[config.mk]
export PLATFORM = sky130hd
export DESIGN_NAME = ierf_sqrt
export DESIGN_NICKNAME = d
export VERILOG_FILES = /design/src/rtl/inverse_erf_of_ratio_unit_defines.svh /design/src/rtl/ierf_sqrt.sv
export SDC_FILE = /design/constraint.sdc
export NUM_CORES = 2
export LEC_CHECK = 0
export BUFFER_PORTS_ARGS = -buffer_cell sky130_fd_sc_hd__buf_2
export CORE_ASPECT_RATIO = 0.75
export CORE_MARGIN = 5
export CORE_UTILIZATION = 40
export DETAILED_ROUTE_END_ITERATION = 10
export PLACE_DENSITY = 0.66
export SETUP_SLACK_MARGIN = 0.15
export SYNTH_ARGS = -nofsm -noshare
export SYNTH_HDL_FRONTEND = slang
export SYNTH_SLANG_ARGS = --single-unit
[constraint.sdc]
create_clock -name clk -period 7.3 [get_ports clk]
set_clock_uncertainty 0.15 [all_clocks]
set_input_delay 1.46 -clock clk [delete_from_list [all_inputs] [get_ports clk]]
set_output_delay 1.46 -clock clk [all_outputs]
set_load 0.02 [all_outputs]
[src/rtl/inverse_erf_of_ratio_unit_defines.svh]
// assertion macros for the inverse erf of ratio unit
`ifndef INVERSE_ERF_OF_RATIO_UNIT_DEFINES_SVH
`define INVERSE_ERF_OF_RATIO_UNIT_DEFINES_SVH
`ifndef NO_ASSERTIONS
`define IER_ASSERT_IMPL(label, clk, rst_n, ante, cons) \
  label: assert property (@(posedge clk) disable iff (!rst_n) (ante) |-> (cons)) \
    else $error("assertion failed");
`define IER_ASSERT_NEXT(label, clk, rst_n, ante, cons) \
  label: assert property (@(posedge clk) disable iff (!rst_n) (ante) |=> (cons)) \
    else $error("assertion failed");
`else
`define IER_ASSERT_IMPL(label, clk, rst_n, ante, cons)
`define IER_ASSERT_NEXT(label, clk, rst_n, ante, cons)
`endif
`endif

[src/rtl/ierf_sqrt.sv]
// pipelined integer square root, one result bit per stage
module ierf_sqrt #(
  parameter int unsigned VW = 64
) (
  input  logic            clk,
  input  logic            en,
  input  logic [VW-1:0]   v_i,
  output logic [VW/2-1:0] r_o
);
  localparam int unsigned RW = VW / 2;
  logic [VW-1:0] v_r [RW+1];
  logic [RW+1:0] rem_r [RW+1];
  logic [RW-1:0] r_r [RW+1];

  always_comb begin
    v_r[0]   = v_i;
    rem_r[0] = '0;
    r_r[0]   = '0;
  end

  for (genvar g = 0; g < RW; g++) begin : g_bit
    logic [RW+1:0] cur;
    logic [RW+1:0] trial;
    assign cur   = {rem_r[g][RW-1:0], v_r[g][VW-1:VW-2]};
    assign trial = {r_r[g], 2'b01};
    always_ff @(posedge clk) begin
      if (en) begin
        v_r[g+1] <= {v_r[g][VW-3:0], 2'b00};
        if (cur >= trial) begin
          rem_r[g+1] <= cur - trial;
          r_r[g+1]   <= {r_r[g][RW-2:0], 1'b1};
        end else begin
          rem_r[g+1] <= cur;
          r_r[g+1]   <= {r_r[g][RW-2:0], 1'b0};
        end
      end
    end
  end

  assign r_o = r_r[RW];
endmodule

# Yosys cells after proc, flatten, opt, wreduce, memory -nomap -nowiden
# Cells that the tools add are included.
# W data, S select, Z words.
# totals
ff_bits,2483
latch_bits,0
ram_bits,0
rom_bits,0
in_bits,66
out_inout_bits,32
memories,0
# op_classes
add_sub_neg,31
n_mul,0
div_mod_pow,0
n_lt_le_gt_ge,32
n_eq_ne,0
n_shift,0
muxes,63
bitwise,0
n_reduce_logical,0
# ops
operator,count
$mux W32,30
$ge A34 B10 Y1,1
$ge A34 B11 Y1,1
$ge A34 B12 Y1,1
$ge A34 B13 Y1,1
$ge A34 B14 Y1,1
$ge A34 B15 Y1,1
$ge A34 B16 Y1,1
$ge A34 B17 Y1,1
$ge A34 B18 Y1,1
$ge A34 B19 Y1,1
$ge A34 B20 Y1,1
$ge A34 B21 Y1,1
$ge A34 B22 Y1,1
$ge A34 B23 Y1,1
$ge A34 B24 Y1,1
$ge A34 B25 Y1,1
$ge A34 B26 Y1,1
$ge A34 B27 Y1,1
$ge A34 B28 Y1,1
$ge A34 B29 Y1,1
$ge A34 B3 Y1,1
$ge A34 B30 Y1,1
$ge A34 B31 Y1,1
42 further kinds,73

# Depth between registers and ports, before layout
# logic_depth
word_depth,2
depth_mapped,14
ltp_nobuf,12

# Worst setup path after synthesis
# Ideal clock, no wire load.
# synth_path
kind,flip-flop to flip-flop
startpoint,"reg rem_r, in the netlist g_bit[23].cur[17]"
endpoint,"reg rem_r, in the netlist g_bit[24].cur[6], data pin"
t_arrival_ns,3.137
required_time_ns,6.981
slack_ns,3.844
path_stages_with_launch,13
path_buffers,3
cell_sequence,edfxtp_1 -> ha_1 -> clkbuf_1 -> a21o_1 -> a21o_1 -> a21o_1 -> a31o_2 -> a2111o_1 -> a211oi_1 -> clkbuf_1 -> clkbuf_1 -> nand2_1 -> o31ai_1
# synth_between
elab_chain_cells,2
# synth_lines
element,line,source
start: declaration,ierf_sqrt.sv:12,logic [RW+1:0] rem_r [RW+1];
start signal: indexed assignment,ierf_sqrt.sv:30,rem_r[g+1] <= cur - trial;
start signal: indexed assignment,ierf_sqrt.sv:33,rem_r[g+1] <= cur;
$ge A34 B25 Y1,ierf_sqrt.sv:29,if (cur >= trial) begin
$mux W32,ierf_sqrt.sv:29,
# No other way between the ends.
# A chain may end at the register's enable or synchronous reset.

# Worst setup path after layout
# layout_path
startpoint,"reg rem_r, in the netlist g_bit[28].cur[7]"
endpoint,"reg rem_r, in the netlist g_bit[29].cur[10], data pin"
# layout_between
elab_chain_cells,2
elab_cells_between_ends,3
classes_between,add/sub: 1; order compare: 1; mux: 1
# layout_lines
element,line
$sub A32 B30 Y32 or $ge A34 B30 Y1 (tied branches),"ierf_sqrt.sv:30, ierf_sqrt.sv:29"
$mux W32 *,ierf_sqrt.sv:29
# Mark *: on every way between the ends. The rest lies on a longest branch, timed or not.

==> flow_metrics.tcl <==
set metrics [dict create \
    cts_sinks 2454 \
    hold_class "reg2reg" \
    drive_above_1_share 0.0861 \
    slew_viol_final 0 \
    core_area_sq_mm 0.286 \
    ys_ff_latch 2454 \
    grt_pass1_vias 66600 \
    die_w_um 628 \
    synth_cell_types 91 \
    vias 68900 \
    drcViolationCount 0 \
    ir_worst_vdd_mv 0.209 \
    fmax_ghz 0.206 \
    port_buffers 97 \
    synth_edf_count 2454 \
    rr_startpoint "g_bit[28].cur[7]" \
    cpPeakStageDelay_ns 0.77 \
    path_cells "ha_1 -> a211o_1 -> a2111oi_0 -> nor3_1 -> nor4b_1 -> o211ai_1 -> a31o_2 -> a211oi_4 -> buf_12 -> mux2_2" \
    outcome "finished, final reports clean" \
    grt_start_max_net_pins 194 \
    netlist_top_cells_area "edfxtp_1, ha_1, xnor2_1, xor2_1, a21oi_1" \
    p_leak_nw 48.8 \
    fin_tns_setup_ns 0 \
    yosysWarnings 0 \
    hold_end "v_r[1242]" \
    wl_per_cell_um 18.6 \
    fillerInstances 25300 \
    grtUsageTotal 0.157 \
    hold_ws_ns 0.212 \
    powerDensity_mw_per_mm2 321 \
    drtIter0Drc 6391 \
    rsz0062_at_grt "no" \
    crit_path_top_delay_cell "a211oi_4" \
    worstHoldPathCells 0 \
    ys_seq_area_frac 0.643 \
    vias_per_cell 5.31 \
    worstPathRequired_ns 7.76 \
    nNetsFinal 9621 \
    synth_top_area_cell "edfxtp_1" \
    gr-total-overflow 0 \
    slew_headroom 0.103 \
    ios 98 \
    insertion_delay_ns 0.91 \
    fp-row-count 170 \
    start_kind "register" \
    setup_viol 0 \
    numCtsBuffers 248 \
    cts.clk_slew.worst_paths_ns 0.07 \
    crit_type "reg2reg" \
    hpwl_um 171000 \
    post_cts_resized 0 \
    ant_nets 0 \
    cts_setup_buffers 0 \
    startpoint "g_bit[28].cur[7]" \
    first_pass_iters 8 \
    min_period_over_period 0.666 \
    synth_cells 8755 \
    arrival_ns 5.32 \
    final_cell_area_sq_mm 0.128 \
    syn_nets 9385 \
    postSynth.asyncResetShare 0 \
    netlist_area_sq_mm 0.115 \
    cts_buffer_depth 4 \
    utilization 0.449 \
    worstPathMaxFanout 32 \
    rr_endpoint "g_bit[29].cur[10]" \
    finalCriticalPeriod_ns 4.86 \
    rrSetupSlack_ns 2.44 \
    hold_buffers 0 \
    gp_congestion 0.914 \
    synth_flop_cell "edfxtp_1" \
    hold_viol_final 0 \
    synth_top_area_share 0.643 \
    wirelength_um 242000 \
    root_buffer "clkbuf_16" \
    antenna_found_initial 4 \
    r2r_cells 10 \
    grt_pass1_wl_um 378000 \
    htreeDepth 4 \
    maxCapViolCount 0 \
    hp-start "v_r[1304]" \
    cts_tree "yes" \
    tightestPinTransition_ns 1.31 \
    area_growth_pct 12.0 \
    placed_area_sq_mm 0.120 \
    die_y_um 474 \
    syn_avg_cell_area_sq_um 13.1 \
    endpoint_kind "register" \
    dieArea_sq_mm 0.297 \
    start_util 0.401 \
]
==> critical path: cells and delay by family (launching register included) <==
| kind | cells | cell delay (ns) |
|---|---|---|
| AOI/OAI and AO/OA | 5 | 2.09 |
| adders and majority gates | 1 | 0.40 |
| buffers and inverters | 1 | 0.27 |
| DFF | 1 | 0.39 |
| muxes | 1 | 0.35 |
| and+or+nand+nor | 2 | 0.94 |
==> cell type report <==
type | instances | area (sq um) | area share
flip-flops and latches | 2454 | 73700 | 0.574
multi-input cells | 5417 | 37600 | 0.293
clock buffers | 274 | 6370 | 0.0496
well taps | 3784 | 4730 | 0.0369
inverters | 715 | 2680 | 0.0209
clock inverters | 180 | 2130 | 0.0166
repair buffers | 155 | 1120 | 0.00874
diodes | 2 | 5.00 | 0.0000390
==> logic make-up (layout without fill, tap and decap cells) <==
family / count (synthesis) / after routing / synth area share
compound gates: 1785 / 1785 / 0.0978
flops: 2454 / 2454 / 0.643
fa+ha+maj: 564 / 564 / 0.0616
buf+inv: 884 / 1324 / 0.0294
other cells: 1 / 3 / 0.0000327
mux: 149 / 149 / 0.0145
simple gates: 2154 / 2154 / 0.0954
xor+xnor: 764 / 764 / 0.0584
==> per-layer routing <==
layer	up-vias	GRT usage	share of wire
li1	33000	-	-
met1	33600	0.236	0.48
met2	1890	0.240	0.44
met3	395	0.0240	0.056
met4	0	0.0377	0.023
met5	-	0	0
==> state kept, by name (all words and copies together), names as in the netlist <==
name	count
r_o	32
g_bit.cur	996
g_bit.trial	496
v_r	930
==> cells in the mapped netlist (17+ instances only) <==
cell type,instances
o21ai_0,405
and3_1,47
clkbuf_1,139
nand4_1,89
o31ai_1,56
or4_1,42
buf_1,17
or2_2,40
nand3b_1,33
xor2_1,370
a211oi_1,48
edfxtp_1,2454
nor2b_1,81
inv_1,710
mux2_2,133
or3_1,93
ha_1,564
o21bai_1,52
a21oi_1,555
nand2_1,501
a21o_1,237
nand3_1,140
a21boi_0,30
nor4b_1,18
xnor2_1,394
and4_1,19
nor4_1,112
a31o_2,17
and2_1,39
a211o_1,20
o21a_1,112
nor3_1,199
nand2b_1,105
nor2_1,519
nor3b_1,20
o211ai_1,34
a31oi_1,50
==> worst max path at each step <==
stage,to,depth (start not counted)
after global routing,g_bit[29].cur[23],11
after floorplan,g_bit[24].cur[6],12
final,g_bit[29].cur[10],10
after detailed placement,g_bit[29].cur[10],10
after CTS,g_bit[29].cur[23],10
after global placement,g_bit[29].cur[10],10
==> metrics by stage <==
stage | std cells | setup WS, ns | power [mW]
after CTS | 13000 | 2.39 | 41.6
after global placement | 12500 | 2.45 | 27.9
final | 13000 | 2.44 | 41.3
after floorplan | 8755 | 3.84 | 25.4
after detailed placement | 12500 | 2.44 | 28.1
after global routing | 13000 | 2.11 | 43.4
==> layout by cell type (no fill, tap or decap), types with 112 or more instances in the layout <==
master	synthesis	final
o21a_1	112	112
xnor2_1	394	394
nor2_1	519	518
mux2_2	133	133
ha_1	564	564
nor3_1	199	198
a21oi_1	555	554
nor4_1	112	112
clkbuf_16	0	251
xor2_1	370	370
o21ai_0	405	405
nand3_1	140	140
a21o_1	237	237
inv_1	710	710
nand2_1	501	501
edfxtp_1	2454	2454
==> power breakdown <==
group	internal, mW	leakage (nW)	switching (mW)
registers	17.9	23.6	1.25
clock network	7.78	4.08	5.49
logic	3.79	21.1	5.03
No activity file was read; power rests on OpenSTA's default activity.
