==> src/rtl/inverse_erf_of_ratio_unit_defines.svh <==
// assertion macros for the inverse erf of ratio unit
`ifndef INVERSE_ERF_OF_RATIO_UNIT_DEFINES_SVH
`define INVERSE_ERF_OF_RATIO_UNIT_DEFINES_SVH
`ifndef NO_ASSERTIONS
`define IER_ASSERT_IMPL(label, clk, rst_n, ante, cons) \
  label: assert property (@(posedge clk) disable iff (!rst_n) (ante) |-> (cons)) \
    else $error("assertion failed");
`define IER_ASSERT_NEXT(label, clk, rst_n, ante, cons) \
  label: assert property (@(posedge clk) disable iff (!rst_n) (ante) |=> (cons)) \
    else $error("assertion failed");
`else
`define IER_ASSERT_IMPL(label, clk, rst_n, ante, cons)
`define IER_ASSERT_NEXT(label, clk, rst_n, ante, cons)
`endif
`endif

==> src/rtl/ierf_pkg.sv <==
// shared widths, constants and stage payload types for the inverse erf unit
package ierf_pkg;
  localparam int unsigned InWidth         = 13;
  localparam int unsigned OutWidth        = 16;
  localparam int unsigned RatioBitsDef    = 12;
  localparam int unsigned OutFracBitsDef  = 12;
  localparam int unsigned XBits           = 16;
  localparam int unsigned LogSteps        = 24;
  // numeric constants in Q24
  localparam logic [23:0] Ln2Q24  = 24'd11629080;
  localparam logic [26:0] CQ24    = 27'd72657874;
  localparam logic [26:0] InvaQ24 = 27'd114130721;

  // item sideband that rides the pipeline beside the data
  typedef struct packed {
    logic neg;
    logic inv;
  } side_t;
endpackage

==> src/rtl/ierf_div.sv <==
// pipelined restoring divider: quotient of magnitudes, one quotient bit per stage
module ierf_div
  import ierf_pkg::*;
#(
  parameter int unsigned RatioBits = RatioBitsDef
) (
  input  logic                 clk,
  input  logic                 en,
  input  logic [RatioBits:0]   num_i,
  input  logic [RatioBits:0]   den_i,
  output logic [XBits-1:0]     quo_o
);
  localparam int unsigned NW = RatioBits + 1;
  // partial remainders, divisors and quotient bits per stage
  logic [NW:0]       rem_r [XBits+1];
  logic [NW-1:0]     den_r [XBits+1];
  logic [XBits-1:0]  q_r   [XBits+1];

  always_comb begin
    rem_r[0] = {1'b0, num_i};
    den_r[0] = den_i;
    q_r[0]   = '0;
  end

  for (genvar g = 0; g < XBits; g++) begin : g_stage
    logic [NW+1:0] sh;
    logic [NW+1:0] df;
    assign sh = {rem_r[g], 1'b0};
    assign df = sh - {2'b00, den_r[g]};
    always_ff @(posedge clk) begin
      if (en) begin
        den_r[g+1] <= den_r[g];
        if (!df[NW+1]) begin
          rem_r[g+1] <= df[NW:0];
          q_r[g+1]   <= {q_r[g][XBits-2:0], 1'b1};
        end else begin
          rem_r[g+1] <= sh[NW:0];
          q_r[g+1]   <= {q_r[g][XBits-2:0], 1'b0};
        end
      end
    end
  end

  assign quo_o = q_r[XBits];
endmodule

==> config.mk <==
export PLATFORM = sky130hd
export DESIGN_NAME = ierf_div
export DESIGN_NICKNAME = d
export VERILOG_FILES = /design/src/rtl/inverse_erf_of_ratio_unit_defines.svh /design/src/rtl/ierf_pkg.sv /design/src/rtl/ierf_div.sv
export SDC_FILE = /design/constraint.sdc
export NUM_CORES = 1
export LEC_CHECK = 0
export BUFFER_PORTS_ARGS = -buffer_cell sky130_fd_sc_hd__buf_2
export CAP_MARGIN = 20
export CORE_ASPECT_RATIO = 1.1
export CORE_MARGIN = 5
export CORE_UTILIZATION = 60
export CTS_CLUSTER_DIAMETER = 100
export DETAILED_ROUTE_END_ITERATION = 8
export PLACE_DENSITY = 0.77
export SLEW_MARGIN = 0
export SYNTH_ARGS = -nofsm -noshare
export SYNTH_HDL_FRONTEND = slang
export SYNTH_SLANG_ARGS = --single-unit
export TNS_END_PERCENT = 5
==> constraint.sdc <==
create_clock -name clk -period 3.8 [get_ports clk]
set_input_delay 0.57 -clock clk [delete_from_list [all_inputs] [get_ports clk]]
set_output_delay 0.57 -clock clk [all_outputs]
set_load 0.01 [all_outputs]
# Yosys cells after proc, flatten, opt, wreduce, memory -nomap -nowiden
# Index checks and enable logic that the tools add are counted.
# W data, S select, Z words.
# totals
regBits,541
latchBits,0
ram_bits,0
romBits,0
input_bits,28
out_inout_bits,16
wordCells,108
mem_count,0
# op_classes
n_addsub,16
multipliers,0
n_div,0
n_lt_le_gt_ge,0
eq_ne,0
shifts,0
muxes,31
bitwise_logic,0
reduce_logical,0
# op_table
op,count
$sub A15 B13 Y15,15
$mux W14,15
$mux W1,16
$sub A14 B13 Y15,1

# Logic depth before layout (Yosys ltp)
# Gate-level depths: netlist of the first run.
# depth
ltp_word,2
ltp_mapped,11
depth_no_buf,9

# Worst setup path after synthesis of the first run
# No wires, ideal clock.
# synth_path
path_type,reg2reg
start,register den_r[156] (netlist name)
end,"register rem_r, in the netlist g_stage[5].sh[10] (data pin)"
setup_time_ns,0.260
arrival_time_ns,2.679
t_required_ns,3.540
slack_ns,0.861
path_stages_with_launch,11
n_path_buf,1
synth_period_minus_slack_ns,2.939
cell_sequence,edfxtp_1 > inv_1 > fa_1 > a211oi_1 > o21a_1 > o211ai_1 > a31oi_1 > o21ai_1 > xor2_1 > buf_4 > mux2_2
# synth_between
elab_chain_len,2
# synth_lines
item,line,source
"start, declared",ierf_div.sv:16,logic [NW-1:0] den_r [XBits+1];
"start signal, assigned by index",ierf_div.sv:32,den_r[g+1] <= den_r[g];
$sub A15 B13 Y15,ierf_div.sv:29,"assign df = sh - {2'b00, den_r[g]};"
$mux W14,ierf_div.sv:33,if (!df[NW+1]) begin
"end signal, assigned by index",ierf_div.sv:34,rem_r[g+1] <= df[NW:0];
"end signal, assigned by index",ierf_div.sv:37,rem_r[g+1] <= sh[NW:0];
"end, declared",ierf_div.sv:15,logic [NW:0] rem_r [XBits+1];
# Every way passes these cells.
# A chain may end at the register's enable or synchronous reset.

# Worst setup path in the final report of the first run
# layout_path
start,register den_r[156] (netlist name)
end,"register rem_r, in the netlist g_stage[5].sh[9] (data pin)"
# The elaborated chain is that of the path after synthesis.

==> results of run 1 <==
[power breakdown]
| group | switching, uW | internal (uW) |
|---|---|---|
| sequential | 995 | 8910 |
| clock | 2250 | 3060 |
| combinational | 6160 | 5530 |
[per-stage QoR]
| step | instance area [sq um] | cells | utilization | hold slack [ns] | setup WS, ns |
|---|---|---|---|---|---|
| finish | 31590 | 3091 | 0.6636 | 0.1503 | 0.3902 |
| floorplan | 28780 | 2319 | - | 0.4003 | 0.8611 |
| global placement | 29830 | 2990 | 0.6265 | 0.4005 | 0.5498 |
| detailed placement | 29830 | 2990 | 0.6265 | 0.4045 | 0.4408 |
| global route | 31590 | 3091 | 0.6636 | 0.1230 | 0.1585 |
| CTS | 31590 | 3091 | 0.6636 | 0.1097 | 0.3730 |
[final cells by class]
class,count,area share
well taps,645,0.02554
clock inverters,38,0.01137
clock buffers,63,0.04451
inverters,264,0.03137
repair buffers,69,0.01568
multi-input cells,1471,0.3573
flip-flops and latches,541,0.5142
[path summary, 6_finish.rpt]
check                           startpoint          endpoint  cells past startpoint
worst max-delay path            den_r[156]  g_stage[5].sh[9]                     10
worst min-delay path              den_i[1]        den_r[196]                      1
worst max register to register  den_r[156]  g_stage[5].sh[9]                     10
worst min register to register     q_r[26]         quo_o[11]                      0
[metal layers]
metal / GRT usage / routed length (um) / part of all wire
met4: 0.06681 / 1604 / 0.029
met5: 0 / 0 / 0
met1: 0.2556 / 22790 / 0.41
met2: 0.3861 / 29170 / 0.52
met3: 0.03400 / 2122 / 0.038
[kinds of logic after synthesis]
family | count (synthesis) | share of synthesized area
flip-flops | 541 | 0.5645
AND/OR/NAND/NOR | 436 | 0.07352
buffers and inverters | 307 | 0.04434
XOR/XNOR | 135 | 0.04108
adder cells (fa/ha/maj) | 207 | 0.09390
multiplexers | 133 | 0.05356
AO/OA/AOI/OAI | 560 | 0.1291
[state kept, by name, indices dropped and copies added (netlist names)]
signal and count:
den_r 195, g_stage.sh 210, q_r 120, quo_o 16
[cell usage in the layout (no fill, tap or decap), types with 29 or more instances in the layout]
master	Yosys	layout
mux2_2	96	96
nor2_1	114	114
ha_1	192	192
edfxtp_1	541	541
o21ai_0	103	103
xnor2_1	79	75
nor3_1	42	42
inv_1	264	264
clkbuf_16	0	55
a21o_1	53	53
a31oi_1	35	35
nand2_1	119	119
buf_2	11	42
xor2_1	56	56
o21ai_1	29	29
a21oi_1	121	121
[cell usage after synthesis (all sizes together), types with 15 or more instances]
master / count / area (sq um)
edfxtp: 541 / 16250
inv: 264 / 991.0
ha: 192 / 2402
o21ai: 132 / 660.6
mux2: 123 / 1441
a21oi: 121 / 605.6
nand2: 119 / 446.7
nor2: 114 / 427.9
xnor2: 79 / 691.9
xor2: 56 / 490.5
a21o: 53 / 397.9
nor3: 43 / 220.2
a31oi: 36 / 231.5
buf: 36 / 259.0
a211oi: 28 / 220.2
o21a: 27 / 202.7
nor2b: 26 / 162.7
o31ai: 25 / 187.7
nand2b: 24 / 150.1
o21bai: 22 / 165.2
and3: 18 / 112.6
and2: 17 / 106.4
nand3: 17 / 85.08
fa: 15 / 300.3
==> flow_metrics.tcl, run 1 <==
set metrics [dict create \
    crit_path_start_kind "flip-flop" \
    io_buffers 43 \
    synth_cell_types 78 \
    power_uw 26910 \
    fmax_mhz 293.3 \
    tightest_slew_ns 1.024 \
    yosysSeqAreaShare 0.5645 \
    clock_latency_ns 0.61 \
    timing.final.crit_period_ns 3.410 \
    slowest_delay_ns 0.51 \
    grt_max_degree 134 \
    drt_wl_total_um 55680 \
    drv_slew 0 \
    crit_path_cell_trace "inv_1, fa_1, a211oi_1, o21a_1, o211ai_1, a31oi_1, o21ai_1, xor2_1, buf_4, mux2_2" \
    synth_edf_count 541 \
    start_util 0.6045 \
    n_fill_cell 3425 \
    postCtsSetupBuffers 0 \
    drive_above_1_share 0.1169 \
    grt_pass1_wl_um 90150 \
    core-area_sq_um 47610 \
    hold_violations 0 \
    num-nets-final 2636 \
    area_growth_pct 9.773 \
    cts_sinks 541 \
    rsz0062_at_grt "no" \
    crit_buf_inv 2 \
    grt_pass1_vias 18101 \
    r2r_setup_slack_ns 0.39 \
    setup_viol 0 \
    p_leak_uw 0.01284 \
    grt-ovfl-total 0 \
    fin_crit_sh 0.8973 \
    power.density_nw_per_um2 851.6 \
    area.sequential_sq_um 16250 \
    crit_family "compound AO/OA/AOI/OAI gates" \
    ctsResizeCount 0 \
    crit_path_top_delay_cell "fa_1" \
    row_count 84 \
    syn_area_sq_um 28780 \
    gp_congestion 0.8543 \
    synth_flop_cell "edfxtp_1" \
    drtIter0Drc 1247 \
    worstPathMaxFanout 14 \
    cp.required_ns 4.13 \
    cts_root_buffer "clkbuf_16" \
    setup.worst_path.end_class "flip-flop" \
    pin_count 44 \
    die-area_sq_um 52450 \
    worstSetupPathType "flip-flop to flip-flop" \
    avgRoutedWirePerCell_um 18.01 \
    synth_seq_cells 541 \
    antenna_found_initial 0 \
    dr.pass1.iters 6 \
    synth_warnings 0 \
    multi_input_area_sq_um 11290 \
    arrival_ns 3.74 \
    tns_ns 0 \
    clock-skew-final_ns 0.02972 \
    syn_inst 2319 \
    grt.total_usage 0.2109 \
    maxCapViolCount 0 \
    async_flop_share 0 \
    cts-htree-levels 2 \
    clk_pin_slew_ns 0.06 \
    avgSynthCellArea_sq_um 12.41 \
    antenna_left 0 \
    n_antenna_cell 0 \
    hold_path_class "primary input to flip-flop" \
    status "complete, no violations" \
    drc 0 \
    synth_fp_nets 2554 \
    cts_max_path_buffers 3 \
    die_w_um 218.8 \
    cts_tree "yes" \
    ir_drop_mv 0.4753 \
    die_y_um 239.7 \
    num_vias 18144 \
    slew_headroom 0.3137 \
    cts_buffers 54 \
    viasPerCell 5.870 \
    hpwl_um 39530 \
    hold_buffers 0 \
]
(Power assumes the default switching activity.)
==> run 2: changes to the inputs <==
ABC_AREA = 1   (was unset)
CTS_BUF_LIST = sky130_fd_sc_hd__clkbuf_8   (was unset)
==> flow_metrics.tcl, run 2 <==
set metrics [dict create \
    grt_pass1_vias 23076 \
    syn_area_sq_um 32690 \
    io_buffers 43 \
    area_growth_pct 7.714 \
    maxCapViolCount 0 \
    row_count 89 \
    fin_crit_sh 0.6285 \
    drtIter0Drc 1980 \
    hold_buffers 0 \
    synth_flop_cell "edfxtp_1" \
    die_y_um 254.8 \
    grt_max_degree 93 \
    grt_pass1_wl_um 113600 \
    clk_pin_slew_ns 0.06 \
    crit_path_start_kind "flip-flop" \
    core-area_sq_um 53790 \
    synth_adder_area_share 0.08269 \
    cp.required_ns 4.21 \
    power.density_nw_per_um2 762.8 \
    synth_xor_area_frac 0.02814 \
    mostFrequentLayoutCells "1486 x nand2_1, 672 x inv_1, 541 x edfxtp_1, 244 x nand3_1, 203 x nor2_1" \
    grt.busiest_layer "met2" \
    synth_seq_cells 541 \
    synth_warnings 0 \
    synth_area_leader_cell "edfxtp_1" \
    synth_compound_area_frac 0.01642 \
    tightest_slew_ns 0.8080 \
    hold_path_class "primary input to flip-flop" \
    slew_headroom 0.4614 \
    hpwl_um 52790 \
    drt_wl_total_um 69840 \
    cts_tree "yes" \
    synth_fp_nets 4083 \
    setup_ws_ns 1.412 \
    dpl.cell_count 4586 \
    clock-skew-final_ns 0.04754 \
    final_common_cell "nand2_1" \
    place_ws_ns 1.316 \
    setup.worst_path.end_class "flip-flop" \
    synth-simple-area-share 0.2864 \
    arrival_ns 2.80 \
    worstPathMaxFanout 14 \
    dpl_cell_area_sq_um 33550 \
    avgRoutedWirePerCell_um 14.71 \
    synth_edf_count 541 \
    avgSynthCellArea_sq_um 8.494 \
    grt-ovfl-total 0 \
    setup_viol 0 \
    cts_buffers 90 \
    p_leak_uw 0.01770 \
    clock_latency_ns 0.69 \
    syn_inst 3848 \
    grt_util_met3 0.03908 \
    num-nets-final 4185 \
    worstSetupPathType "flip-flop to flip-flop" \
    status "complete, no violations" \
    cts_max_path_buffers 3 \
    yosysSeqAreaShare 0.4970 \
    pin_count 44 \
    gp_congestion 0.9238 \
    largest_reg_flops 210 \
    gr-usage-met1 0.3077 \
    power_uw 26860 \
    ir_drop_mv 0.5191 \
    cts_sinks 541 \
    synth_cell_types 28 \
    antenna_found_initial 1 \
    finalInstanceArea_sq_um 35210 \
    synth_top_family_by_area "simple AND/OR/NAND/NOR gates" \
    ctsResizeCount 0 \
    drv_slew 0 \
    yosys-top-cells-area "edfxtp_1 50%, nand2_1 17%, inv_1 7.4%" \
    synth_common_cells "1486 x nand2_1, 648 x inv_1, 541 x edfxtp_1" \
    die_w_um 232.5 \
    num_vias 24416 \
    postCtsSetupBuffers 0 \
    tns_ns 0 \
    cts_root_buffer "clkbuf_8" \
    cts-htree-levels 3 \
    rsz0062_at_grt "no" \
    yosysMostFrequentCell "nand2_1" \
    yosysTopAreaCellShare 0.4970 \
    drc 0 \
    dr.pass1.iters 7 \
    viasPerCell 5.141 \
    timing.final.crit_period_ns 2.388 \
    n_fill_cell 4410 \
    drive_above_1_share 0.08408 \
    muxShareOfSynthArea 0 \
    start_util 0.6077 \
    async_flop_share 0 \
    antenna_left 0 \
    die-area_sq_um 59250 \
    fin_cells 4749 \
    grt.total_usage 0.2374 \
    grt_util_met2 0.4055 \
    fmax_mhz 418.7 \
    hold_violations 0 \
]
-- run 2: layout make-up --
class                      count  area [sq um]  share of cell area
clock inverter                70         387.9             0.01102
sequential                   541         16250              0.4614
inverter                     653          2451             0.06962
multi-input combinational   2608         13520              0.3840
antenna                        1         2.502          0.00007108
tap                          728         910.9             0.02587
timing repair buffer          56         422.9             0.01201
clock buffer                  92          1266             0.03597
-- run 2: logic make-up after synthesis --
| family | Yosys count |
|---|---|
| xor gates and xnor gates | 105 |
| AOI/OAI and AO/OA | 105 |
| buffers and inverters | 699 |
| and+or+nand+nor | 2191 |
| adders and majority gates | 207 |
| DFF | 541 |
-- run 2: final timing paths --
path	from	endpoint	slack, ns	depth (start not counted)
worst min register to register	q_r[42]	q_r[27]	0.40	0
worst max register to register	den_r[195]	g_stage[2].sh[7]	1.41	10
worst max-delay path	den_r[195]	g_stage[2].sh[7]	1.41	10
worst min-delay path	den_i[7]	den_r[202]	0.09	1
-- run 2: where the power goes --
part           internal [uW]  total, uW  switching, uW
Combinational           4230      12400           8160
Sequential              8720       9690            965
Clock                   2460       4780           2320
-- run 2: worst max-delay path, cell delays in order, from the launching register on --
cell,delay [ns]
edfxtp_1,0.46
inv_1,0.16
fa_1,0.54
nand2_1,0.12
nand3_2,0.13
nand2_2,0.13
nand2_1,0.08
nand2_1,0.09
nand2_2,0.21
nand2_1,0.13
nand2_1,0.07
-- run 2: layer usage --
layer  vias to the layer above  wire length [um]  part of all wire
met3                       141              4261             0.061
met5                         -                 0                 0
met1                     11131             29660              0.42
li1                      12449                 -                 -
met4                         0              2353             0.034
met2                       695             33570              0.48
-- run 2: per-stage QoR --
stage,hold slack (ns),utilization
after floorplan,0.4003,-
after global placement,0.4004,0.6238
after detailed placement,0.4045,0.6238
after CTS,0.03059,0.6545
after global routing,0.05085,0.6546
final,0.08650,0.6546
